[src/sv/ktct_pkg.sv]
// package: phase codes, key codes and entry limit for the keypad thermostat cook timer
package ktct_pkg;

   typedef enum logic [1:0] {
      PH_TARGET  = 2'd0,
      PH_TIME    = 2'd1,
      PH_CONFIRM = 2'd2,
      PH_COOK    = 2'd3
   } phase_type;

   localparam logic [3:0] KEY_DIGIT_MAX = 4'd9;
   localparam logic [3:0] KEY_STAR      = 4'd10;
   localparam logic [3:0] KEY_HASH      = 4'd11;

   localparam logic FUNC_KEY  = 1'b0;
   localparam logic FUNC_TICK = 1'b1;

   localparam int ENTRY_DIGITS_DEFAULT = 3;
   localparam int FIELD_MAX            = 999;
   localparam int FIELD_W              = 10;
   localparam int TPH_W                = 22;
   localparam int COUNT_W              = 32;
   localparam int TEMP_W               = 12;
   localparam logic [TPH_W-1:0] TPH_RESET = 22'd720;

   // largest number of the given digit count, never above the field maximum
   function automatic int entry_limit(input int digits);
      int lim;
      lim = 1;
      for (int i = 0; i < digits && lim <= FIELD_MAX; i++) begin
         lim = lim * 10;
      end
      lim = lim - 1;
      return (lim > FIELD_MAX) ? FIELD_MAX : lim;
   endfunction

endpackage

[src/sv/keypad_thermostat_cook_timer.sv]
// top level: keypad set-up sequence, bang-bang heater control and cook countdown
//
// Each transfer on the req_ channel is either a key press or a timer tick with a
// water temperature sample, and gives exactly one transfer on the rsp_ channel
// showing relay drives, phase, typed entry, stored target and hours and the ticks
// left. One item is taken every cycle unless the rsp_ channel stalls; each request
// waits in the input register and its result in the result register, which is set
// by the single pass of state update logic, whose longest path is the 10 x 22 bit
// product that loads the countdown when cooking starts. A stalled rsp_ channel
// holds the result and the input register, so req_ready falls only while both
// are full. The user must write csr_ticks_per_hour only while the block is idle;
// the block does not enforce this. The value is used by the next cook started.
module keypad_thermostat_cook_timer
   import ktct_pkg::*;
#(
   parameter int ENTRY_DIGITS = ENTRY_DIGITS_DEFAULT
) (
   input  logic                       clock,
   input  logic                       reset,
   input  logic                       req_valid,
   output logic                       req_ready,
   input  logic                       req_func,
   input  logic [3:0]                 req_key_code,
   input  logic signed [TEMP_W-1:0]   req_temperature,
   output logic                       rsp_valid,
   input  logic                       rsp_ready,
   output logic                       rsp_heater_on,
   output logic                       rsp_pump_on,
   output logic [1:0]                 rsp_phase,
   output logic [FIELD_W-1:0]         rsp_entry_value,
   output logic [FIELD_W-1:0]         rsp_target_celsius,
   output logic [FIELD_W-1:0]         rsp_cook_hours,
   output logic [COUNT_W-1:0]         rsp_remaining_ticks,
   input  logic                       csr_valid,
   output logic                       csr_ready,
   input  logic [TPH_W-1:0]           csr_ticks_per_hour
);

   localparam logic [FIELD_W-1:0] EntryLimit = FIELD_W'(entry_limit(ENTRY_DIGITS));

   // input register
   logic                     in_valid_ff;
   logic                     func_ff;
   logic [3:0]               key_ff;
   logic signed [TEMP_W-1:0] temp_ff;

   // block state
   phase_type                mode_ff, mode_in;
   logic [FIELD_W-1:0]       typed_ff, typed_in;
   logic                     typed_any_ff, typed_any_in;
   logic [FIELD_W-1:0]       target_ff, target_in;
   logic [FIELD_W-1:0]       hours_ff, hours_in;
   logic [COUNT_W-1:0]       countdown_ff, countdown_in;
   logic                     heater_ff, heater_in;
   logic                     pump_ff, pump_in;
   logic [TPH_W-1:0]         tph_ff;

   // result register
   logic                     out_valid_ff;

   logic                     advance;
   logic [13:0]              digit_sum;
   logic [COUNT_W-1:0]       cook_product;
   logic [COUNT_W-1:0]       count_dec;
   logic signed [14:0]       sample_ext;
   logic signed [14:0]       target_limit;

   assign advance   = in_valid_ff && (!out_valid_ff || rsp_ready);
   assign req_ready = !in_valid_ff || advance;
   assign csr_ready = 1'b1;
   assign rsp_valid = out_valid_ff;

   assign digit_sum    = 14'(typed_ff) * 14'd10 + 14'(key_ff);
   assign cook_product = COUNT_W'(hours_ff) * COUNT_W'(tph_ff);
   assign count_dec    = (countdown_ff != '0) ? countdown_ff - 1'b1 : countdown_ff;
   assign sample_ext   = {{3{temp_ff[TEMP_W-1]}}, temp_ff};
   assign target_limit = signed'({1'b0, target_ff, 4'b0000});

   always_comb begin
      mode_in      = mode_ff;
      typed_in     = typed_ff;
      typed_any_in = typed_any_ff;
      target_in    = target_ff;
      hours_in     = hours_ff;
      countdown_in = countdown_ff;
      heater_in    = heater_ff;
      pump_in      = pump_ff;
      if (func_ff == FUNC_KEY) begin
         if (key_ff == KEY_STAR) begin
            mode_in      = PH_TARGET;
            typed_in     = '0;
            typed_any_in = 1'b0;
            target_in    = '0;
            hours_in     = '0;
            countdown_in = '0;
            heater_in    = 1'b0;
            pump_in      = 1'b0;
         end else if (mode_ff != PH_COOK) begin
            if (key_ff <= KEY_DIGIT_MAX) begin
               typed_in     = (digit_sum > 14'(EntryLimit)) ? EntryLimit
                                                           : FIELD_W'(digit_sum);
               typed_any_in = 1'b1;
            end else if (key_ff == KEY_HASH) begin
               case (mode_ff)
                  PH_TARGET, PH_TIME: begin
                     if (typed_any_ff) begin
                        typed_in     = '0;
                        typed_any_in = 1'b0;
                        if (typed_ff != '0) begin
                           if (mode_ff == PH_TARGET) begin
                              target_in = typed_ff;
                              mode_in   = PH_TIME;
                           end else begin
                              hours_in = typed_ff;
                              mode_in  = PH_CONFIRM;
                           end
                        end
                     end
                  end
                  PH_CONFIRM: begin
                     if (tph_ff != '0 && hours_ff != '0 && target_ff != '0) begin
                        countdown_in = cook_product;
                        typed_in     = '0;
                        typed_any_in = 1'b0;
                        pump_in      = 1'b1;
                        heater_in    = 1'b0;
                        mode_in      = PH_COOK;
                     end
                  end
                  default: begin
                  end
               endcase
            end
         end
      end else if (mode_ff == PH_COOK) begin
         countdown_in = count_dec;
         if (count_dec == '0) begin
            heater_in = 1'b0;
            pump_in   = 1'b0;
            mode_in   = PH_CONFIRM;
         end else begin
            heater_in = (sample_ext < target_limit);
         end
      end
   end

   always_ff @(posedge clock) begin
      if (reset) begin
         in_valid_ff  <= 1'b0;
         out_valid_ff <= 1'b0;
         mode_ff      <= PH_TARGET;
         typed_ff     <= '0;
         typed_any_ff <= 1'b0;
         target_ff    <= '0;
         hours_ff     <= '0;
         countdown_ff <= '0;
         heater_ff    <= 1'b0;
         pump_ff      <= 1'b0;
         tph_ff       <= TPH_RESET;
      end else begin
         if (req_ready) begin
            in_valid_ff <= req_valid;
         end
         if (advance) begin
            out_valid_ff <= 1'b1;
         end else if (rsp_ready) begin
            out_valid_ff <= 1'b0;
         end
         if (advance) begin
            mode_ff      <= mode_in;
            typed_ff     <= typed_in;
            typed_any_ff <= typed_any_in;
            target_ff    <= target_in;
            hours_ff     <= hours_in;
            countdown_ff <= countdown_in;
            heater_ff    <= heater_in;
            pump_ff      <= pump_in;
         end
         if (csr_valid && csr_ready) begin
            tph_ff <= csr_ticks_per_hour;
         end
      end
   end

   // input and result payload
   always_ff @(posedge clock) begin
      if (req_valid && req_ready) begin
         func_ff <= req_func;
         key_ff  <= req_key_code;
         temp_ff <= req_temperature;
      end
      if (advance) begin
         rsp_heater_on       <= heater_in;
         rsp_pump_on         <= pump_in;
         rsp_phase           <= mode_in;
         rsp_entry_value     <= typed_in;
         rsp_target_celsius  <= target_in;
         rsp_cook_hours      <= hours_in;
         rsp_remaining_ticks <= (mode_in == PH_COOK) ? countdown_in : '0;
      end
   end

   // cooking always has time left
   a_cook_count: assert property (@(posedge clock) disable iff (reset)
      (mode_ff == PH_COOK) |-> (countdown_ff != '0))
      else $error("cooking with an empty countdown");

   // pump runs exactly while cooking, heater never outside cooking
   a_relays: assert property (@(posedge clock) disable iff (reset)
      (pump_ff == (mode_ff == PH_COOK)) && (!heater_ff || mode_ff == PH_COOK))
      else $error("relay drive outside cooking");

   // star clears everything
   a_star: assert property (@(posedge clock) disable iff (reset)
      (advance && func_ff == FUNC_KEY && key_ff == KEY_STAR)
      |=> (mode_ff == PH_TARGET && countdown_ff == '0 && target_ff == '0))
      else $error("star did not clear the state");

   // a stalled result is not overwritten
   a_hold: assert property (@(posedge clock) disable iff (reset)
      (out_valid_ff && !rsp_ready) |-> !advance)
      else $error("result overwritten while stalled");

endmodule

[config.mk]
export PLATFORM = sky130hd
export DESIGN_NAME = keypad_thermostat_cook_timer
export DESIGN_NICKNAME = d
export VERILOG_FILES = /design/src/sv/ktct_pkg.sv /design/src/sv/keypad_thermostat_cook_timer.sv
export SDC_FILE = /design/constraint.sdc
export NUM_CORES = 1
export LEC_CHECK = 0
export BUFFER_PORTS_ARGS = -buffer_cell sky130_fd_sc_hd__buf_2
export CAP_MARGIN = 20
export CORE_ASPECT_RATIO = 0.9
export CORE_MARGIN = 4
export CORE_UTILIZATION = 30
export CTS_CLUSTER_DIAMETER = 200
export DETAILED_ROUTE_END_ITERATION = 10
export GPL_ROUTABILITY_DRIVEN = 0
export HOLD_SLACK_MARGIN = 0.08
export PLACE_DENSITY = 0.56
export SYNTH_ARGS = -nofsm -noshare
export SYNTH_HDL_FRONTEND = slang
export SYNTH_SLANG_ARGS = --single-unit
[constraint.sdc]
create_clock -name clock -period 11.8 [get_ports clock]
set_input_delay 0.59 -clock clock [delete_from_list [all_inputs] [get_ports clock]]
set_output_delay 0.59 -clock clock [all_outputs]
set_load 0.005 [all_outputs]
* Word-level counts from Yosys, hierarchy flattened *
Index checks and enable logic that the tools add are counted.

storage, ports and cells
  flip-flop bits (word level) = 174
  input bits = 44
  output and inout bits = 69

cells by class
  add/subtract/negate cells = 2
  $mul = 2
  $lt $le $gt $ge = 3
  equality and inequality tests = 8
  multiplexer cells = 74
  bitwise logic cells = 1
  reductions and logical operators = 21

operators by type and width
  operator                                               count
  2-to-1 mux 32 bit                                      9
  2-to-1 mux 10 bit                                      26
  zero test 32 bit                                       1
  multiplier 10 x 22 -> 32 bit                           1
  nonzero test 32 bit                                    1
  subtractor 32 x 1 -> 32 bit, second input constant     1
  nonzero test 10 bit                                    3
  2-to-1 mux 1 bit                                       25
  2-to-1 mux 2 bit                                       11
  nonzero test 22 bit                                    1
  case mux 10 bit (2 select lines)                       1
  less-than comparator 12 x 15 -> 1 bit                  1
  adder 14 x 4 -> 14 bit                                 1
  > comparator 14 x 10 -> 1 bit, second input constant   1
  multiplier 10 x 3 -> 13 bit, second input constant     1
  equality test 4 bit, second input constant             2
  equality test 2 bit, second input constant             3
  AND reduction 6 bit                                    1
  less-or-equal comparator 4 bit, second input constant  1
  logical AND 1 bit                                      4
  != test 4 bit, second input constant                   1
  case mux 2 bit (2 select lines)                        1
  nonzero test 2 bit                                     2
  nonzero test 4 bit                                     1
  other kinds (9)                                        11

* Longest topological paths before layout *
Gate-level depths: netlist of run 1.

  word-level depth = 11
  mapped depth = 22
  depth with buffers taken out = 20

* Least setup slack after synthesis of run 1 *
No wires, ideal clock.

  path kind = register to register
  start = reg hours_ff[1]
  end = reg countdown_ff[20]
  arrival time = 5.580 ns
  required time = 11.547 ns
  setup slack = 5.967 ns
  cell stages (with the launch flop) = 23
  clock period less this slack = 5.833 ns
  cell sequence = dfxtp_1 -> clkbuf_1 -> clkbuf_1 -> nand2_1 -> fa_1 -> inv_1 -> fa_1 -> inv_1 -> fa_1 -> inv_1 -> fa_1 -> inv_1 -> fa_1 -> inv_1 -> ha_1 -> o21a_1 -> nor2_1 -> a31oi_1 -> a221oi_1 -> o221ai_1 -> xor2_1 -> a221oi_1 -> a211oi_1

between the ends
  word-level cells in the longest chain between the ends = 10
  elaborated cells between the ends (all ways) = 11
  those cells by class = mul: 1; mux: 7; reduce/logical: 3

RTL lines
  what                                                                                  RTL line                             RTL
  start, declared                                                                       keypad_thermostat_cook_timer.sv:52   logic [FIELD_W-1:0] hours_ff, hours_in;
  start signal, assigned                                                                keypad_thermostat_cook_timer.sv:174  hours_ff <= hours_in;
  parallel branches: the longest is 3 deep, another holds multiplier 10 x 22 -> 32 bit  n/a
  2-to-1 mux 32 bit *                                                                   keypad_thermostat_cook_timer.sv:121  if (tph_ff != '0 && hours_ff != '0 && target_ff != '0) begin
  2-to-1 mux 32 bit *                                                                   keypad_thermostat_cook_timer.sv:104  case (mode_ff)
  2-to-1 mux 32 bit *                                                                   keypad_thermostat_cook_timer.sv:103  end else if (key_ff == KEY_HASH) begin
  2-to-1 mux 32 bit *                                                                   keypad_thermostat_cook_timer.sv:99   if (key_ff <= KEY_DIGIT_MAX) begin
  2-to-1 mux 32 bit *                                                                   keypad_thermostat_cook_timer.sv:98   end else if (mode_ff != PH_COOK) begin
  2-to-1 mux 32 bit *                                                                   keypad_thermostat_cook_timer.sv:89   if (key_ff == KEY_STAR) begin
  2-to-1 mux 32 bit *                                                                   keypad_thermostat_cook_timer.sv:88   if (func_ff == FUNC_KEY) begin
  end signal, assigned                                                                  keypad_thermostat_cook_timer.sv:175  countdown_ff <= countdown_in;
  end, declared                                                                         keypad_thermostat_cook_timer.sv:53   logic [COUNT_W-1:0] countdown_ff, countdown_in;

Mark *: on every way between the ends.
A chain may end at the register's enable or synchronous reset.

* Final worst setup path of run 1 *
  start = reg hours_ff[1]
  end = reg rsp_remaining_ticks[31], data pin

between the ends
  word-level cells in the longest chain between the ends = 11
  elaborated cells between the ends (all ways) = 19
  those cells by class = mul: 1; eq/ne: 1; mux: 14; reduce/logical: 3

RTL lines
  what                                                                                   RTL line                             RTL
  parallel branches: the longest is 11 deep, another holds multiplier 10 x 22 -> 32 bit  n/a
  end signal, assigned                                                                   keypad_thermostat_cook_timer.sv:199  rsp_remaining_ticks <= (mode_in == PH_COOK) ? countdown_in : '0;
  end, declared                                                                          keypad_thermostat_cook_timer.sv:33   output logic [COUNT_W-1:0] rsp_remaining_ticks,

Parallel ways; which one is timed is not known.

==> results.json, run 1 <==
{
  "grt_pass1_wl_mm": 77.1,
  "cts_hold_buf": 0,
  "seq_area_frac_synth_pct": 25.8,
  "slew_viol_final": 0,
  "min_period_over_period_pct": 55.7,
  "floorplan.initialDensity_pct": 30.5,
  "arrival_ps": 6840,
  "finalSetupViolations": 0,
  "status": "finished, final reports clean",
  "portBuffers": 107,
  "final_area_mm2": 0.0179,
  "avgSynthCellArea_um2": 8.85,
  "dieWidth_um": 253,
  "ctsResizeCount": 0,
  "cts-root-buf": "clkbuf_16",
  "syn_to_final_growth_pct": 10.1,
  "min_path_type": "in -> reg",
  "ys_ff_latch": 170,
  "syn_inst": 1838,
  "ant_nets": 0,
  "fin_nets": 2157,
  "design.die.area_mm2": 0.0580,
  "critPathKind": "reg -> reg",
  "dp_hpwl_mm": 34.8,
  "clkTransAtPathRegs_ps": 80,
  "synthMostInstantiatedCell": "inv_1",
  "hold_viol": 0,
  "slew_headroom_pct": 22.5,
  "clock_sinks": 170,
  "clk_latency_ps": 480,
  "drt_wl_total_mm": 47.4,
  "synth_top_cell_by_area": "fa_1",
  "post-route-min-period_ps": 6570,
  "grt_pass1_vias": 13767,
  "synth_xor_xnor_area_share_pct": 1.51,
  "grt_max_degree": 87,
  "synthTopCellsByArea": "fa_1 (20%), edfxtp_1 (15%), dfxtp_1 (11%)",
  "drive_above_1_share_pct": 9.73,
  "tightest_slew_ps": 1150,
  "fin_skew_ps": 12.6,
  "drc": 0,
  "yosysTopAreaCellShare_pct": 19.7,
  "start_kind": "flip-flop",
  "peakVddDrop_mv": 0.118,
  "synth_ff_type": "dfxtp_1",
  "synth_top_family_by_area": "adder cells",
  "cts_buffers": 17,
  "die_h_um": 229,
  "antenna_found_initial": 4,
  "htree_levels": 4,
  "avgRoutedWirePerCell_um": 18.5,
  "vias_per_cell": 5.30,
  "cp_data_required_time_ps": 12060,
  "clock_path_buffers": 2,
  "grt-ovfl-total": 0,
  "end_kind": "flip-flop",
  "p_total_w": 0.00143,
  "finalSetupTns_ps": 0,
  "fmax_mhz": 152,
  "synth_compound_area_share_pct": 16.7,
  "leakage_nw": 7.84,
  "syn_nets": 2138,
  "rsz0062_at_grt": "false",
  "maxCapViolCount": 0,
  "core_mm2": 0.0534,
  "drtIter0Drc": 1049,
  "synth_edf_count": 79,
  "yosys-mux-area-fraction_pct": 1.73,
  "synth_cell_types": 76,
  "dpl_cell_area_mm2": 0.0173,
  "power_density_mw_per_mm2": 80.0,
  "grt_usage_pct": 16.7,
  "rows": 80,
  "path_max_fanout": 24,
  "synth_common_cells": "inv_1 (190), nor2_1 (180), nand2_1 (173)",
  "synth-simple-area-share_pct": 19.7,
  "yosys.area_share.adder_pct": 27.1,
  "syn-cell-area_mm2": 0.0163,
  "nFillCells": 5470,
  "yosys_warnings": 0,
  "drt-pass1-iter-count": 6,
  "vias": 13622,
  "synth-async-reset-ratio_pct": 0,
  "pin_count": 113,
  "postCtsSetupRepairBufs": 0,
  "cts_tree": "done"
}
-- metal layers --
metal / track usage, % / vias to the layer above / wire length (um)
met5: 0 / - / 33
li1: - / 6383 / -
met3: 3.39 / 69 / 2780
met4: 4.74 / 4 / 1030
met2: 25.9 / 396 / 21600
met1: 23.6 / 6770 / 21900
-- flip-flops by register name, summed over array words and instances, names as in the netlist --
name	count
countdown_ff	32
rsp_remaining_ticks	32
tph_ff	22
hours_ff	10
rsp_cook_hours	10
rsp_entry_value	10
rsp_target_celsius	10
target_ff	10
typed_ff	10
temp_ff	8
key_ff	4
mode_ff	2
rsp_phase	2
func_ff	1
heater_ff	1
in_valid_ff	1
pump_ff	1
rsp_heater_on	1
rsp_pump_on	1
rsp_valid	1
typed_any_ff	1
-- layout make-up --
cell class	count	area [um^2]	area share [%]
multi-input combinational	1352	10900	60.6
sequential	170	4190	23.4
tap	697	872	4.87
inverter	191	719	4.02
timing repair buffer	125	668	3.73
clock buffer	17	425	2.38
clock inverter	15	173	0.964
antenna	1	2.50	0.0140
-- path summary, 6_finish.rpt --
path | cells after the start | to | start | slack [ps]
worst min-delay path | 1 | temp_ff[5] | req_temperature[5] | 270
worst max-delay path | 19 | rsp_remaining_ticks[31] | hours_ff[1] | 5230
worst max register to register | 19 | rsp_remaining_ticks[31] | hours_ff[1] | 5230
worst min register to register | 2 | heater_ff | heater_ff | 520
-- cells in the final DEF, fill, tap and decap left out, types with 75 or more instances in the layout --
cell	count
dfxtp_1	91
a21oi_1	75
ha_1	96
fa_1	160
and2_1	115
buf_2	107
nor2_1	179
inv_1	189
edfxtp_1	79
nand2_1	173
-- stage by stage --
| step | instances | utilization (%) | hold WS, ps | worst slack [ps] |
|---|---|---|---|---|
| 6_report | 2568 | 33.6 | 275 | 5230 |
| 4_1_cts | 2565 | 33.5 | 236 | 5230 |
| 3_3_place_gp | 2533 | 32.4 | 493 | 5340 |
| 2_1_floorplan | 1838 | - | 470 | 5970 |
| 3_5_place_dp | 2533 | 32.4 | 508 | 5270 |
| 5_1_grt | 2568 | 33.6 | 242 | 4890 |
-- kinds of logic after synthesis --
family / Yosys count
XOR/XNOR: 28
adder cells (fa/ha/maj): 256
AO/OA/AOI/OAI: 392
multiplexers: 28
AND/OR/NAND/NOR: 647
buffers and inverters: 316
flip-flops: 170
other: 1
-- power by group --
part | leakage [nW] | internal, W | switching [W]
Sequential | 1.51 | 0.000641 | 0.0000440
Combinational | 6.04 | 0.0000636 | 0.000111
Clock | 0.292 | 0.000284 | 0.000290
-- critical path, cell delays in order, from the launching register on --
cell and delay (ps):
dfxtp_1 340, buf_4 360, nand2_1 140, fa_1 550, inv_1 50, fa_1 490
fa_1 510, fa_1 520, inv_1 60, fa_1 480, inv_1 40, ha_1 360
and4_1 290, and3_1 190, a32o_1 210, a21oi_1 360, a21oi_1 230, a41o_1 320
or4_1 480, a31oi_1 340
Note: power is estimated with default switching activity, not from simulation.
==> inputs of run 2 (changes only) <==
- PLACE_DENSITY: 0.56 -> 0.58
- clock period: 11.8 -> 5.5 ns (I/O delays scaled with it)
==> results.json, run 2 (synthesis gave the netlist of run 1 again) <==
{
  "drc": 0,
  "hold_viol": 0,
  "antenna_cells": 0,
  "clock_sinks": 170,
  "status": "finished, final reports clean",
  "ant_nets": 0,
  "drtIter0Drc": 1268,
  "critPathKind": "reg -> reg",
  "grt-ovfl-total": 0,
  "grt_max_degree": 94,
  "min_period_over_period_pct": 99.6,
  "maxCapViolCount": 0,
  "fmax_mhz": 183,
  "portBuffers": 107,
  "htree_levels": 4,
  "multi_input_area_mm2": 0.0114,
  "die_h_um": 229,
  "vias": 14426,
  "dpl_cell_area_mm2": 0.0183,
  "drive_above_1_share_pct": 21.3,
  "tightest_slew_ps": 1050,
  "syn_to_final_growth_pct": 23.0,
  "min_path_type": "in -> reg",
  "final_area_mm2": 0.0200,
  "grt_pass1_wl_mm": 79.0,
  "layout_setup_ws_ps": 22.4,
  "drt_wl_total_mm": 49.2,
  "regArea_mm2": 0.00425,
  "slew_headroom_pct": 30.1,
  "clkPwrFrac_pct": 39.6,
  "avgRoutedWirePerCell_um": 18.0,
  "cp_data_required_time_ps": 5720,
  "dp_hpwl_mm": 37.2,
  "finalSetupTns_ps": 0,
  "pin_count": 113,
  "cts_tree": "done",
  "final_cell_mix": "inv_1 (178), nor2_1 (176), nand2_1 (163), fa_1 (154), buf_4 (136)",
  "antenna_found_initial": 2,
  "grt_usage_pct": 16.9,
  "cts-root-buf": "clkbuf_16",
  "core_mm2": 0.0534,
  "finalSetupViolations": 0,
  "clk_latency_ps": 480,
  "leakage_nw": 8.74,
  "fin_skew_ps": 15.4,
  "p_comb_share_pct": 14.6,
  "dieWidth_um": 253,
  "design.die.area_mm2": 0.0580,
  "drt-pass1-iter-count": 5,
  "end_kind": "flip-flop",
  "layout_commonest_cell": "inv_1",
  "dp_slack_ps": -213,
  "rows": 80,
  "switching_power_w": 0.000986,
  "power_density_mw_per_mm2": 158,
  "rsz0062_at_grt": "true",
  "clock_path_buffers": 2,
  "nFillCells": 5395,
  "floorplan.initialDensity_pct": 30.5,
  "vias_per_cell": 5.27,
  "arrival_ps": 5690,
  "intPower_w": 0.00217,
  "fin_nets": 2329,
  "slew_viol_final": 0,
  "cts_buffers": 17,
  "clkTransAtPathRegs_ps": 80,
  "post-route-min-period_ps": 5480,
  "start_kind": "flip-flop",
  "power_switching_share_pct": 31.2,
  "peakVddDrop_mv": 0.233,
  "top_regs": "countdown_ff: 32 flops, rsp_remaining_ticks: 32 flops, tph_ff: 22 flops",
  "power_frac_seq_pct": 45.8,
  "grt_pass1_vias": 14468,
  "path_max_fanout": 4
}
-- run 2: cell count changes in the layout (fill, tap and decap cells not counted), sizes merged --
| cell | change |
|---|---|
| buf | +138 |
| dlygate4sd3 | +35 |
| clkinv | -5 |
| clkinvlp | +4 |
| clkbuf | -1 |
| diode | -1 |
| inv | +1 |
-- run 2: final cells by class --
class	count	area share (%)
multi-input cells	1352	56.7
flip-flops and latches	170	21.2
repair buffers	297	11.1
well taps	697	4.36
inverters	191	3.59
clock buffers	17	2.13
clock inverters	15	0.869
-- run 2: critical path, cell delays in order (launching register included) --
cell     delay (ps)
dfxtp_4         370
buf_6           120
and2_4          150
fa_1            580
fa_1            450
fa_1            520
fa_1            520
inv_1            50
fa_1            500
inv_2            50
ha_4            210
and4_4          190
and3_4          170
a32o_2          230
a21oi_4         210
buf_6           130
a21oi_1          60
or3_1           320
a31oi_1         170
buf_4           160
nor2_1           50
-- run 2: stage by stage --
stage,power [W],std cells,utilization (%),hold slack (ps)
floorplan,0.00173,1838,-,374
global placement,0.00189,2651,34.3,453
detailed placement,0.00189,2652,34.3,454
CTS,0.00318,2732,36.8,88.2
global route,0.00328,2739,37.5,106
finish,0.00316,2739,37.5,101
-- run 2: path summary, 6_finish.rpt --
path | startpoint | to | slack (ps) | cells past startpoint
worst min register to register | heater_ff | heater_ff | 500 | 2
worst max-delay path | tph_ff[11] | rsp_remaining_ticks[23] | 20 | 20
worst min-delay path | csr_ticks_per_hour[0] | tph_ff[0] | 100 | 3
worst max register to register | tph_ff[11] | rsp_remaining_ticks[23] | 20 | 20
-- run 2: power by group through the flow --
stage          Sequential, W  Clock (W)  Combinational [W]
2_1_floorplan        0.00143          0           0.000293
3_3_place_gp         0.00148          0           0.000410
4_1_cts              0.00145    0.00128           0.000451
3_5_place_dp         0.00148          0           0.000417
5_1_grt              0.00145    0.00132           0.000506
6_report             0.00145    0.00125           0.000460
-- run 2: metal layers --
layer  wire [um]  part of all wire, %  GRT usage, %
met1       22700                   46          23.7
met2       22900                   46          26.8
met3        2770                  5.6          2.86
met4         965                  2.0          4.95
met5           0                    0             0
-- run 2: timing repair --
| action | CTS | global route |
|---|---|---|
| gates cloned | 1 | 1 |
| pin swaps | 32 | 48 |
| setup endpoints to repair | 36 | 40 |
| hold buffers | 35 | 0 |
| buffers inserted | 13 | 7 |
| gates resized for setup | 56 | 94 |
| endpoints found under the hold margin | 35 | 0 |
